## src/rtl/core/mceb_pkg.sv

```systemverilog
// ----------------------------------------------------------------------------
// mceb_pkg
// Shared types and constants of the monochrome color expansion blitter.
// ----------------------------------------------------------------------------
package mceb_pkg;

  localparam int unsigned FB_ADDR_BITS         = 22;
  localparam int unsigned BITS_PER_SOURCE_BYTE = 8;
  localparam int unsigned PIX_ADDR_W           = 22;
  localparam int unsigned CNT_W                = 16;
  localparam int unsigned POS_W                = 12;
  localparam int unsigned PITCH_W              = 13;
  localparam int unsigned COLOR_W              = 8;
  localparam int unsigned APB_DATA_W           = 32;
  localparam int unsigned PADDR_W              = 5;
  localparam int unsigned BIT_IDX_W            = $clog2(BITS_PER_SOURCE_BYTE);
  // The start address sum is formed at least as wide as the full product.
  localparam int unsigned START_SUM_W = (FB_ADDR_BITS > POS_W + PITCH_W + 1) ?
                                        FB_ADDR_BITS : POS_W + PITCH_W + 1;

  localparam logic [PITCH_W-1:0] SCREEN_WIDTH_RESET = PITCH_W'(320);
  localparam logic [COLOR_W-1:0] FG_COLOR_RESET     = COLOR_W'(255);

  typedef logic [FB_ADDR_BITS-1:0]         fb_addr_t;
  typedef logic [PIX_ADDR_W-1:0]           pix_addr_t;
  typedef logic [CNT_W-1:0]                cnt_t;
  typedef logic [CNT_W:0]                  cnt_ext_t;
  typedef logic [POS_W-1:0]                pos_t;
  typedef logic [PITCH_W-1:0]              pitch_t;
  typedef logic [COLOR_W-1:0]              color_t;
  typedef logic [BITS_PER_SOURCE_BYTE-1:0] src_byte_t;
  typedef logic [BIT_IDX_W-1:0]            bit_idx_t;
  typedef logic [START_SUM_W-1:0]          start_sum_t;
  typedef logic [APB_DATA_W-1:0]           apb_data_t;

  typedef enum logic [2:0] {
    REG_DEST_X       = 3'd0,
    REG_DEST_Y       = 3'd1,
    REG_SCREEN_WIDTH = 3'd2,
    REG_PIX_WIDTH    = 3'd3,
    REG_PIX_HEIGHT   = 3'd4,
    REG_FG_COLOR     = 3'd5,
    REG_BG_COLOR     = 3'd6
  } reg_idx_e;

  // Settings that the expansion datapath reads from the register file.
  typedef struct packed {
    cnt_t     pix_width;
    cnt_t     pix_height;
    pitch_t   screen_width;
    color_t   fg_color;
    color_t   bg_color;
    fb_addr_t start_addr;
  } cfg_t;

endpackage

```

## src/rtl/core/mceb_regs.sv

```systemverilog
// ----------------------------------------------------------------------------
// mceb_regs
// APB register file, plus the registered start address of the rectangle.
// ----------------------------------------------------------------------------
module mceb_regs (
  input  logic                                clk_i,
  input  logic                                rst_ni,
  input  logic                                psel,
  input  logic                                penable,
  input  logic                                pwrite,
  input  logic [mceb_pkg::PADDR_W-1:0]        paddr,
  input  mceb_pkg::apb_data_t                 pwdata,
  output mceb_pkg::apb_data_t                 prdata,
  output logic                                pready,
  output mceb_pkg::cfg_t                      cfg_o
);

  mceb_pkg::pos_t       dest_x_q, dest_y_q;
  mceb_pkg::pitch_t     screen_width_q;
  mceb_pkg::cnt_t       pix_width_q, pix_height_q;
  mceb_pkg::color_t     fg_color_q, bg_color_q;
  mceb_pkg::fb_addr_t   start_addr_q;
  mceb_pkg::start_sum_t start_sum;
  mceb_pkg::reg_idx_e   reg_idx;
  logic                 wr_en;

  assign pready  = 1'b1;
  assign wr_en   = psel && penable && pwrite;
  assign reg_idx = mceb_pkg::reg_idx_e'(paddr[mceb_pkg::PADDR_W-1:2]);

  always_ff @(posedge clk_i or negedge rst_ni) begin
    if (!rst_ni) begin
      dest_x_q       <= '0;
      dest_y_q       <= '0;
      screen_width_q <= mceb_pkg::SCREEN_WIDTH_RESET;
      pix_width_q    <= '0;
      pix_height_q   <= '0;
      fg_color_q     <= mceb_pkg::FG_COLOR_RESET;
      bg_color_q     <= '0;
    end else if (wr_en) begin
      unique case (reg_idx)
        mceb_pkg::REG_DEST_X:       dest_x_q       <= pwdata[mceb_pkg::POS_W-1:0];
        mceb_pkg::REG_DEST_Y:       dest_y_q       <= pwdata[mceb_pkg::POS_W-1:0];
        mceb_pkg::REG_SCREEN_WIDTH: screen_width_q <= pwdata[mceb_pkg::PITCH_W-1:0];
        mceb_pkg::REG_PIX_WIDTH:    pix_width_q    <= pwdata[mceb_pkg::CNT_W-1:0];
        mceb_pkg::REG_PIX_HEIGHT:   pix_height_q   <= pwdata[mceb_pkg::CNT_W-1:0];
        mceb_pkg::REG_FG_COLOR:     fg_color_q     <= pwdata[mceb_pkg::COLOR_W-1:0];
        mceb_pkg::REG_BG_COLOR:     bg_color_q     <= pwdata[mceb_pkg::COLOR_W-1:0];
        default: ;
      endcase
    end
  end

  always_comb begin
    unique case (reg_idx)
      mceb_pkg::REG_DEST_X:       prdata = mceb_pkg::apb_data_t'(dest_x_q);
      mceb_pkg::REG_DEST_Y:       prdata = mceb_pkg::apb_data_t'(dest_y_q);
      mceb_pkg::REG_SCREEN_WIDTH: prdata = mceb_pkg::apb_data_t'(screen_width_q);
      mceb_pkg::REG_PIX_WIDTH:    prdata = mceb_pkg::apb_data_t'(pix_width_q);
      mceb_pkg::REG_PIX_HEIGHT:   prdata = mceb_pkg::apb_data_t'(pix_height_q);
      mceb_pkg::REG_FG_COLOR:     prdata = mceb_pkg::apb_data_t'(fg_color_q);
      mceb_pkg::REG_BG_COLOR:     prdata = mceb_pkg::apb_data_t'(bg_color_q);
      default:                    prdata = '0;
    endcase
  end

  // The address of the top left pixel wraps to the framebuffer address space.
  assign start_sum = mceb_pkg::start_sum_t'(dest_y_q) * mceb_pkg::start_sum_t'(screen_width_q)
                   + mceb_pkg::start_sum_t'(dest_x_q);

  always_ff @(posedge clk_i or negedge rst_ni) begin
    if (!rst_ni) begin
      start_addr_q <= '0;
    end else begin
      start_addr_q <= start_sum[mceb_pkg::FB_ADDR_BITS-1:0];
    end
  end

  assign cfg_o.pix_width    = pix_width_q;
  assign cfg_o.pix_height   = pix_height_q;
  assign cfg_o.screen_width = screen_width_q;
  assign cfg_o.fg_color     = fg_color_q;
  assign cfg_o.bg_color     = bg_color_q;
  assign cfg_o.start_addr   = start_addr_q;

endmodule

```

## src/rtl/core/mceb_expand.sv

```systemverilog
// ----------------------------------------------------------------------------
// mceb_expand
// Source byte register, pixel counters and the registered pixel write output.
// ----------------------------------------------------------------------------
module mceb_expand (
  input  logic                    clk_i,
  input  logic                    rst_ni,
  input  mceb_pkg::cfg_t          cfg_i,
  input  logic                    src_valid_i,
  output logic                    src_ready_o,
  input  mceb_pkg::src_byte_t     src_byte_i,
  output logic                    out_valid_o,
  input  logic                    out_ready_i,
  output mceb_pkg::pix_addr_t     pixel_addr_o,
  output mceb_pkg::color_t        pixel_color_o,
  output logic                    last_of_byte_o,
  output logic                    last_of_pixmap_o
);

  // Source byte register; the byte shifts left so the current pixel is the top bit.
  mceb_pkg::src_byte_t shift_q;
  logic                byte_vld_q;
  mceb_pkg::bit_idx_t  bit_idx_q;

  mceb_pkg::cnt_t      col_q, row_q;
  mceb_pkg::fb_addr_t  base_q;

  logic                out_vld_q;
  mceb_pkg::pix_addr_t addr_q;
  mceb_pkg::color_t    color_q;
  logic                byte_last_q, pix_last_q;

  logic                empty, first, restart, reload;
  mceb_pkg::cnt_t      col_eff, row_eff, col_next, row_next;
  mceb_pkg::cnt_ext_t  col_inc, row_inc;
  mceb_pkg::fb_addr_t  base_eff, base_next, addr;
  logic                row_end, pix_end, byte_last;
  logic                out_free, emit, drop, byte_done, src_acc;

  always_comb begin
    empty   = (cfg_i.pix_width == '0) || (cfg_i.pix_height == '0);
    first   = (bit_idx_q == '0);
    // A geometry shrunk under a running pixmap starts a new one.
    restart = first && ((col_q >= cfg_i.pix_width) || (row_q >= cfg_i.pix_height));
    col_eff = restart ? '0 : col_q;
    row_eff = restart ? '0 : row_q;
    reload  = first && (col_eff == '0) && (row_eff == '0);
    base_eff = reload ? cfg_i.start_addr : base_q;
    addr    = base_eff + mceb_pkg::fb_addr_t'(col_eff);

    col_inc = {1'b0, col_eff} + 1'b1;
    row_inc = {1'b0, row_eff} + 1'b1;
    row_end = (col_inc >= {1'b0, cfg_i.pix_width});
    pix_end = row_end && (row_inc >= {1'b0, cfg_i.pix_height});
    col_next  = row_end ? '0 : col_inc[mceb_pkg::CNT_W-1:0];
    row_next  = row_end ? (pix_end ? '0 : row_inc[mceb_pkg::CNT_W-1:0]) : row_eff;
    base_next = row_end ? base_eff + mceb_pkg::fb_addr_t'(cfg_i.screen_width) : base_eff;
    byte_last = row_end ||
                (bit_idx_q == mceb_pkg::bit_idx_t'(mceb_pkg::BITS_PER_SOURCE_BYTE - 1));
  end

  assign out_free    = !out_vld_q || out_ready_i;
  assign emit        = byte_vld_q && !empty && out_free;
  assign drop        = byte_vld_q && empty;
  assign byte_done   = drop || (emit && byte_last);
  assign src_ready_o = !byte_vld_q || byte_done;
  assign src_acc     = src_valid_i && src_ready_o;

  always_ff @(posedge clk_i or negedge rst_ni) begin
    if (!rst_ni) begin
      byte_vld_q <= 1'b0;
      bit_idx_q  <= '0;
    end else if (src_acc) begin
      byte_vld_q <= 1'b1;
      bit_idx_q  <= '0;
    end else if (byte_done) begin
      byte_vld_q <= 1'b0;
      bit_idx_q  <= '0;
    end else if (emit) begin
      bit_idx_q  <= bit_idx_q + 1'b1;
    end
  end

  always_ff @(posedge clk_i) begin
    if (src_acc) begin
      shift_q <= src_byte_i;
    end else if (emit) begin
      shift_q <= shift_q << 1;
    end
  end

  always_ff @(posedge clk_i or negedge rst_ni) begin
    if (!rst_ni) begin
      col_q  <= '0;
      row_q  <= '0;
      base_q <= '0;
    end else if (drop) begin
      col_q  <= '0;
      row_q  <= '0;
    end else if (emit) begin
      col_q  <= col_next;
      row_q  <= row_next;
      base_q <= base_next;
    end
  end

  always_ff @(posedge clk_i or negedge rst_ni) begin
    if (!rst_ni) begin
      out_vld_q <= 1'b0;
    end else if (emit) begin
      out_vld_q <= 1'b1;
    end else if (out_ready_i) begin
      out_vld_q <= 1'b0;
    end
  end

  always_ff @(posedge clk_i) begin
    if (emit) begin
      addr_q      <= mceb_pkg::pix_addr_t'(addr);
      color_q     <= shift_q[mceb_pkg::BITS_PER_SOURCE_BYTE-1] ? cfg_i.fg_color
                                                               : cfg_i.bg_color;
      byte_last_q <= byte_last;
      pix_last_q  <= pix_end;
    end
  end

  assign out_valid_o      = out_vld_q;
  assign pixel_addr_o     = addr_q;
  assign pixel_color_o    = color_q;
  assign last_of_byte_o   = byte_last_q;
  assign last_of_pixmap_o = pix_last_q;

endmodule

```

## src/rtl/core/mono_color_expand_blit.sv

```systemverilog
// ----------------------------------------------------------------------------
// mono_color_expand_blit
// Expands a 1-bit-per-pixel pixmap into 8-bit framebuffer pixel writes.
// ----------------------------------------------------------------------------
// Each source word is one pixmap byte, leftmost pixel in bit 7, rows padded
// to whole bytes. A byte turns into min(8, pixels left in the row) pixel
// writes, one per clock cycle while the sink is ready. The next byte is
// taken in the same cycle as the last write of the current one, so a stream
// of full bytes keeps the output busy every cycle while the sink is ready.
// A byte that arrives while the pixmap width or height is zero gives no
// writes and is dropped in the cycle after it is taken. Writes go to
// (dest_y + row) * screen_width + dest_x + column, wrapping in the 22-bit
// framebuffer address space. Registers sit at byte address 4 * index; the
// rectangle origin is sampled when a pixmap starts, from a start address
// that is registered from the origin and pitch registers.
// ----------------------------------------------------------------------------
module mono_color_expand_blit (
  input  logic                         clk_i,
  input  logic                         rst_ni,
  input  logic                         psel,
  input  logic                         penable,
  input  logic                         pwrite,
  input  logic [mceb_pkg::PADDR_W-1:0] paddr,
  input  mceb_pkg::apb_data_t          pwdata,
  output mceb_pkg::apb_data_t          prdata,
  output logic                         pready,
  input  logic                         src_valid_i,
  output logic                         src_ready_o,
  input  mceb_pkg::src_byte_t          src_byte_i,
  output logic                         out_valid_o,
  input  logic                         out_ready_i,
  output mceb_pkg::pix_addr_t          pixel_addr_o,
  output mceb_pkg::color_t             pixel_color_o,
  output logic                         last_of_byte_o,
  output logic                         last_of_pixmap_o
);

  mceb_pkg::cfg_t cfg;

  mceb_regs u_regs (
    .clk_i   (clk_i),
    .rst_ni  (rst_ni),
    .psel    (psel),
    .penable (penable),
    .pwrite  (pwrite),
    .paddr   (paddr),
    .pwdata  (pwdata),
    .prdata  (prdata),
    .pready  (pready),
    .cfg_o   (cfg)
  );

  mceb_expand u_expand (
    .clk_i            (clk_i),
    .rst_ni           (rst_ni),
    .cfg_i            (cfg),
    .src_valid_i      (src_valid_i),
    .src_ready_o      (src_ready_o),
    .src_byte_i       (src_byte_i),
    .out_valid_o      (out_valid_o),
    .out_ready_i      (out_ready_i),
    .pixel_addr_o     (pixel_addr_o),
    .pixel_color_o    (pixel_color_o),
    .last_of_byte_o   (last_of_byte_o),
    .last_of_pixmap_o (last_of_pixmap_o)
  );

endmodule

```

## config.mk

```make
export PLATFORM = sky130hd
export DESIGN_NAME = mono_color_expand_blit
export DESIGN_NICKNAME = d
export VERILOG_FILES = /design/src/rtl/core/mceb_pkg.sv /design/src/rtl/core/mceb_regs.sv /design/src/rtl/core/mceb_expand.sv /design/src/rtl/core/mono_color_expand_blit.sv
export SDC_FILE = /design/constraint.sdc
export NUM_CORES = 1
export LEC_CHECK = 0
export BUFFER_PORTS_ARGS = -buffer_cell sky130_fd_sc_hd__buf_2
export CORE_MARGIN = 2
export CORE_UTILIZATION = 43
export CTS_BUF_LIST = sky130_fd_sc_hd__clkbuf_16
export DETAILED_ROUTE_END_ITERATION = 8
export MAX_ROUTING_LAYER = met4
export PLACE_DENSITY_LB_ADDON = 0.25
export SYNTH_ARGS = -nofsm -noshare
export SYNTH_HDL_FRONTEND = slang
export SYNTH_SLANG_ARGS = --single-unit
```

## constraint.sdc

```tcl
create_clock -name clk_i -period 11.5 [get_ports clk_i]
set_input_delay 1.15 -clock clk_i [delete_from_list [all_inputs] [get_ports clk_i]]
set_output_delay 1.15 -clock clk_i [all_outputs]
set_load 0.02 [all_outputs]
```

* Word level (Yosys, flattened, before mapping)
Index checks and enable logic that the tools add are counted. Widths: inputs -> output; s select.
Word-level totals: register bits after elaboration 206, input bits 52, output and inout port bits 67, word-level logic and storage cells 99
Cells by class: add/subtract/negate cells 6, multipliers 1, magnitude comparators 4, equal/unequal tests 7, mux-type cells 22, bitwise gates (word level) 1, reductions and logical operators 39
Operators with widths (count):
- $mux 16 | 9
- $pmux 16 s7 | 1
- $logic_not 16->1 | 4
- $mux 22 | 2
- $add 16x1->17 const B | 2
- $ge 17x16->1 | 2
- $ge 16x16->1 | 2
- $mux 8 | 3
- $add 22x12->22 | 1
- $add 22x13->22 | 1
- $add 22x16->22 | 1
- $mul 12x13->22 | 1
- $reduce_and 2->1 | 8
- $eq 3x3->1 const B | 4
- $logic_and 1x1->1 | 11
- $mux 3 | 3
- $reduce_bool 2->1 | 4
- $eq 3x2->1 const B | 2
- $logic_not 3->1 | 2
- $logic_or 1x1->1 | 6
- $mux 1 | 4
- $add 3x1->3 const B | 1
- $eq 3x1->1 const B | 1
- $logic_not 1->1 | 3
- 2 further kinds | 2

* Longest topological paths before layout
word-level depth 12, depth in mapped cells 29, mapped depth without buffers 26

* By module
A second synthesis with hierarchy kept.
Unflattened totals: cells, all modules 1841, area, all modules 17998.5 µm²
By module, submodules not included:
- mceb_regs | instances 1, cells each 931, area each 9788.1 µm², sequential area each 2690.1 µm²
- mceb_expand | instances 1, cells each 910, area each 8210.4 µm², sequential area each 2677.6 µm²

* Worst setup path after synthesis
No wires, ideal clock.
path kind register to output, start point register u_regs.pix_height_q[0], end point output src_ready_o, data arrival time 5.206 ns, data required time 10.350 ns, slack 5.144 ns, stages on the path, launching flop included 23, buffers on the path 1, cells stage by stage dfrtp_1 -> ha_1 -> nand2b_4 -> a2111oi_2 -> nor4_1 -> o21a_4 -> o31ai_2 -> clkbuf_1 -> nand2_1 -> inv_1 -> ha_1 -> and3_1 -> and3_1 -> xnor2_1 -> nor2_1 -> ha_1 -> a211o_1 -> nor3_1 -> o21ai_0 -> a2111oi_0 -> o31ai_1 -> or3_1 -> a21o_1
Between the ends: cells in the longest elaborated chain, start to end 10, elaborated cells on any way between the ends 16, those cells by class add/sub: 1; order compare: 2; mux: 1; reduce/logical: 12
Ends and longest elaborated chain:
- from (decl) | line mceb_regs.sv:20 | mceb_pkg::cnt_t pix_width_q, pix_height_q;
- from (signal assigned) | line mceb_regs.sv:46 | mceb_pkg::REG_PIX_HEIGHT: pix_height_q <= pwdata[mceb_pkg::CNT_W-1:0];
- $ge 16x16->1 | line mceb_expand.sv:44 | restart = first && ((col_q >= cfg_i.pix_width) || (row_q >= cfg_i.pix_height));
- $logic_or 1x1->1 | line mceb_expand.sv:44
- $logic_and 1x1->1 | line mceb_expand.sv:44
- $mux 16 | line mceb_expand.sv:45 | col_eff = restart ? '0 : col_q;
- $add 16x1->17 | line mceb_expand.sv:51 | col_inc = {1'b0, col_eff} + 1'b1;
- $ge 17x16->1 | line mceb_expand.sv:53 | row_end = (col_inc >= {1'b0, cfg_i.pix_width});
- $logic_or 1x1->1 | line mceb_expand.sv:58 | byte_last = row_end ||
- named net u_expand.byte_last | line mceb_expand.sv:37 | logic row_end, pix_end, byte_last;
- $logic_and 1x1->1 | line mceb_expand.sv:65 | assign byte_done = drop || (emit && byte_last);
- $logic_or 1x1->1 | line mceb_expand.sv:65
- $logic_or 1x1->1 | line mceb_expand.sv:66 | assign src_ready_o = !byte_vld_q || byte_done;
- to (decl) | line mono_color_expand_blit.sv:28 | output logic src_ready_o,
The timed path passes the listed nets, and every way through them passes these cells.

* Worst setup path in the final report
Same ends and word-level chain as after synthesis.

==> summary.txt <==
Run status
  – Status: finished clean

Logic synthesis
  – Top FF cell, synth: dfrtp_1
  – Post-Syn Area: 17600 µm²
  – Synth area leaders: dfrtp_1, fa_1, ha_1
  – Synth unique cells: 72
  – Number of synthesized register bits: 206
  – Async SR Flop Fraction: 0.806
  – Leading area contributor after synthesis: dfrtp_1
  – EDFF count, synth: 40
  – Sequential element share of the synthesized area: 0.306
  – Yosys warnings: 0
  – Syn Inst Count: 1819
  – Top cell type's share of synthesized area: 0.222
  – Syn avg cell area: slightly below 10 µm²

Pwr
  – Sw frac: 0.415
  – P_int: roughly 2.4 mW
  – Lkg Pwr: 9.24 nW
  – Seq pwr share: 0.296
  – Cell Pwr Density: 209 nW/µm²
  – NetSw: 1.68 mW
  – Comb pwr share: 0.494
  – Total Power: between 4 and 5 mW
  – Part of the power in the clock network: 0.210
  – VDD IR max: between 0.1 and 0.15 mV

Worst hold path
  – Min-delay src: u_expand.base_q[3]$_DFFE_PN0P_
  – End of the worst hold path: u_expand.base_q[3]$_DFFE_PN0P_
  – Worst hold path type: reg -> reg
  – Hold Crit Depth: 2

Global routing
  – Total Routing Usage GR: 0.228
  – First-pass GRT wire length: between 70000 and 80000 µm
  – Largest net degree at the start of global routing: between 60 and 70
  – Initial antenna violation count: 2
  – Vias in the first global route: between 10000 and 15000
  – Overflow after GRT: 0

Timing
  – Pins Over Slew Limit: 0
  – Setup ws final: between 3 and 4 ns
  – RSZ-0062 raised after global routing: no
  – Max-slew headroom: 0.358
  – Setup_tns: 0 ns
  – Min Tclk post-route: 7.71 ns
  – Worst Tran Pin Value: between 0.9 and 1 ns
  – Hold slack: approximately 0.48 ns
  – FMAX: 0.130 GHz
  – Final hold violations: 0
  – Max Clock Skew: roughly 0.025 ns
  – Setup violations, final: 0
  – Tcrit/Tclk final: 0.670

Die
  – Die Ht: 206 µm
  – DIE WIDTH: 206 µm
  – Die area: 42500 µm²
  – Ports: 119
  – Cell Rows: 74
  – Core area: 40600 µm²
  – Initial Utilization: 0.433

Clock network
  – Num CTS Buffers: 25
  – Cts repair resizes: 0
  – Cts hold-fix bufs: 0
  – CTS Buffer Depth: 3
  – # Post-CTS Setup Buffers: 0
  – CTS H-tree depth: 1
  – CTS sink cnt: 206
  – CTS root buf: clkbuf_16
  – TritonCTS clock tree: done
  – Worst skew pair latency: 0.53 ns
  – Clock slew at reported path FFs: 0.06 ns

Route
  – Drt total wl: around 46000 µm
  – Initial DRC count: 789
  – Via count: roughly 13000
  – Router iterations before antenna repair: 6
  – Via density: 5.52
  – Post-route DRC: 0
  – Remaining antenna violation count: 0
  – Routed length per instance: 18.9 µm

Place
  – Final weighted congestion in routability-driven placement: 0.869
  – Detail Placement HPWL: between 30000 and 40000 µm
  – DP Area: 18400 µm²
  – PortBufs: 83
  – Pre-CTS WS: 4.38 ns
  – Placed insts: ~2400

Worst setup path
  – Worst setup EP type: output pin
  – R2R Path Start: u_regs.pix_height_q[0]$_DFFE_PN0P_
  – R2r endpoint: u_expand.pixel_addr_o[19]$_DFFE_PP_
  – Flop-to-flop setup slack: roughly 4.6 ns
  – CP arrival: around 6.6 ns
  – CP Launch Type: register
  – Crit path from: u_regs.pix_height_q[0]$_DFFE_PN0P_
  – Critical-path maximum fanout: 7
  – Worst R2R Path Depth: 25
  – CP Class: reg -> out
  – WP data required: 10.35 ns

Finish
  – Final instance area: 19300 µm²
  – Synthesis-to-layout area growth: 10.1%
  – Share of cells above drive strength 1: 0.142
  – Commonest non-fill, non-tap cell in the layout: inv_1
  – Nets: 2201
  – Commonest non-fill, non-tap cells in the layout: inv_1, nand2_1, ha_1
  – Post-route insts no fill: 2423
  – # fillers: 3855
  – Core Util, Final: 0.477

Run
  – Max cap viols: 0
worst max-delay path by stage:
stage,endpoint,depth (start not counted)
5_1_grt,src_ready_o,22
6_report,src_ready_o,22
3_5_place_dp,src_ready_o,23
3_3_place_gp,src_ready_o,22
2_1_floorplan,src_ready_o,22
4_1_cts,src_ready_o,22
final cells by class:
cell class / count / area (µm²) / area share
multi-input combinational: 1339 / 11100 / 0.576
clock inverter: 21 / 265 / 0.0137
timing repair buffer: 96 / 519 / 0.0269
tap: 532 / 666 / 0.0344
antenna: 1 / 2.50 / 0.000129
sequential: 206 / 5370 / 0.278
clock buffer: 25 / 626 / 0.0324
inverter: 203 / 762 / 0.0394
metal layers:
layer / vias to the layer above / track usage / routed length (µm)
li1: 6273 / - / -
met1: 6665 / 0.299 / 20300
met2: 375 / 0.371 / 21700
met3: 71 / 0.0307 / 2580
met4: 0 / 0.0612 / 1260
met5: - / - / 0
cell families (layout without fill, tap and decap cells):
kind of cell	Yosys count	after routing	synth area share
compound gates	294	294	0.109
xor+xnor	81	81	0.0404
fa+ha+maj	278	278	0.250
buf+inv	289	345	0.0654
flops	206	206	0.306
mux	118	118	0.0785
other cells	2	18	0.000427
simple gates	551	551	0.151
power groups by stage:
stage	combinational (mW)	clock [mW]	sequential [mW]
after CTS	2.02	0.870	1.20
after global routing	2.29	0.896	1.22
final	2.00	0.850	1.20
after global placement	1.96	0	1.20
after floorplan	1.53	0	1.12
after detailed placement	2.01	0	1.21
cell usage after synthesis, types with 31 or more instances:
master	number
nor2_1	101
nand3_1	41
inv_1	202
nand2_1	202
and2_1	69
mux2_2	89
clkbuf_1	64
xnor2_1	50
xor2_1	31
dfrtp_1	156
fa_1	121
o21ai_0	90
ha_1	157
edfxtp_1	40
a21oi_1	63
sequential cells by signal (all words and copies together) (netlist names):
register and count:
u_expand.base_q 22, u_expand.pixel_addr_o 22, u_regs.start_addr_q 22, u_expand.col_q 16, u_expand.row_q 16, u_regs.pix_height_q 16, u_regs.pix_width_q 16, u_regs.screen_width_q 13
u_regs.dest_x_q 12, u_regs.dest_y_q 12, u_expand.pixel_color_o 8, u_expand.shift_q 8, u_regs.bg_color_q 8, u_regs.fg_color_q 8, u_expand.bit_idx_q 3, u_expand.byte_vld_q 1
u_expand.last_of_byte_o 1, u_expand.last_of_pixmap_o 1, u_expand.out_valid_o 1
worst max-delay path: stages, from the launching register on:
cell and delay [ns]:
dfrtp_1 0.46, ha_1 0.32, nand2b_4 0.14, a2111oi_2 0.35
nor4_1 0.14, o21a_4 0.24, o31ai_2 0.41, nand2_1 0.16
inv_1 0.14, ha_1 0.19, and3_1 0.20, and3_1 0.25
xnor2_1 0.14, nor2_1 0.09, ha_1 0.36, a211o_1 0.32
nor3_1 0.19, o21ai_0 0.11, a2111oi_0 0.54, o31ai_1 0.31
or3_1 0.46, a21o_1 0.29, buf_2 0.19
Note: power is estimated with default switching activity, not from simulation.
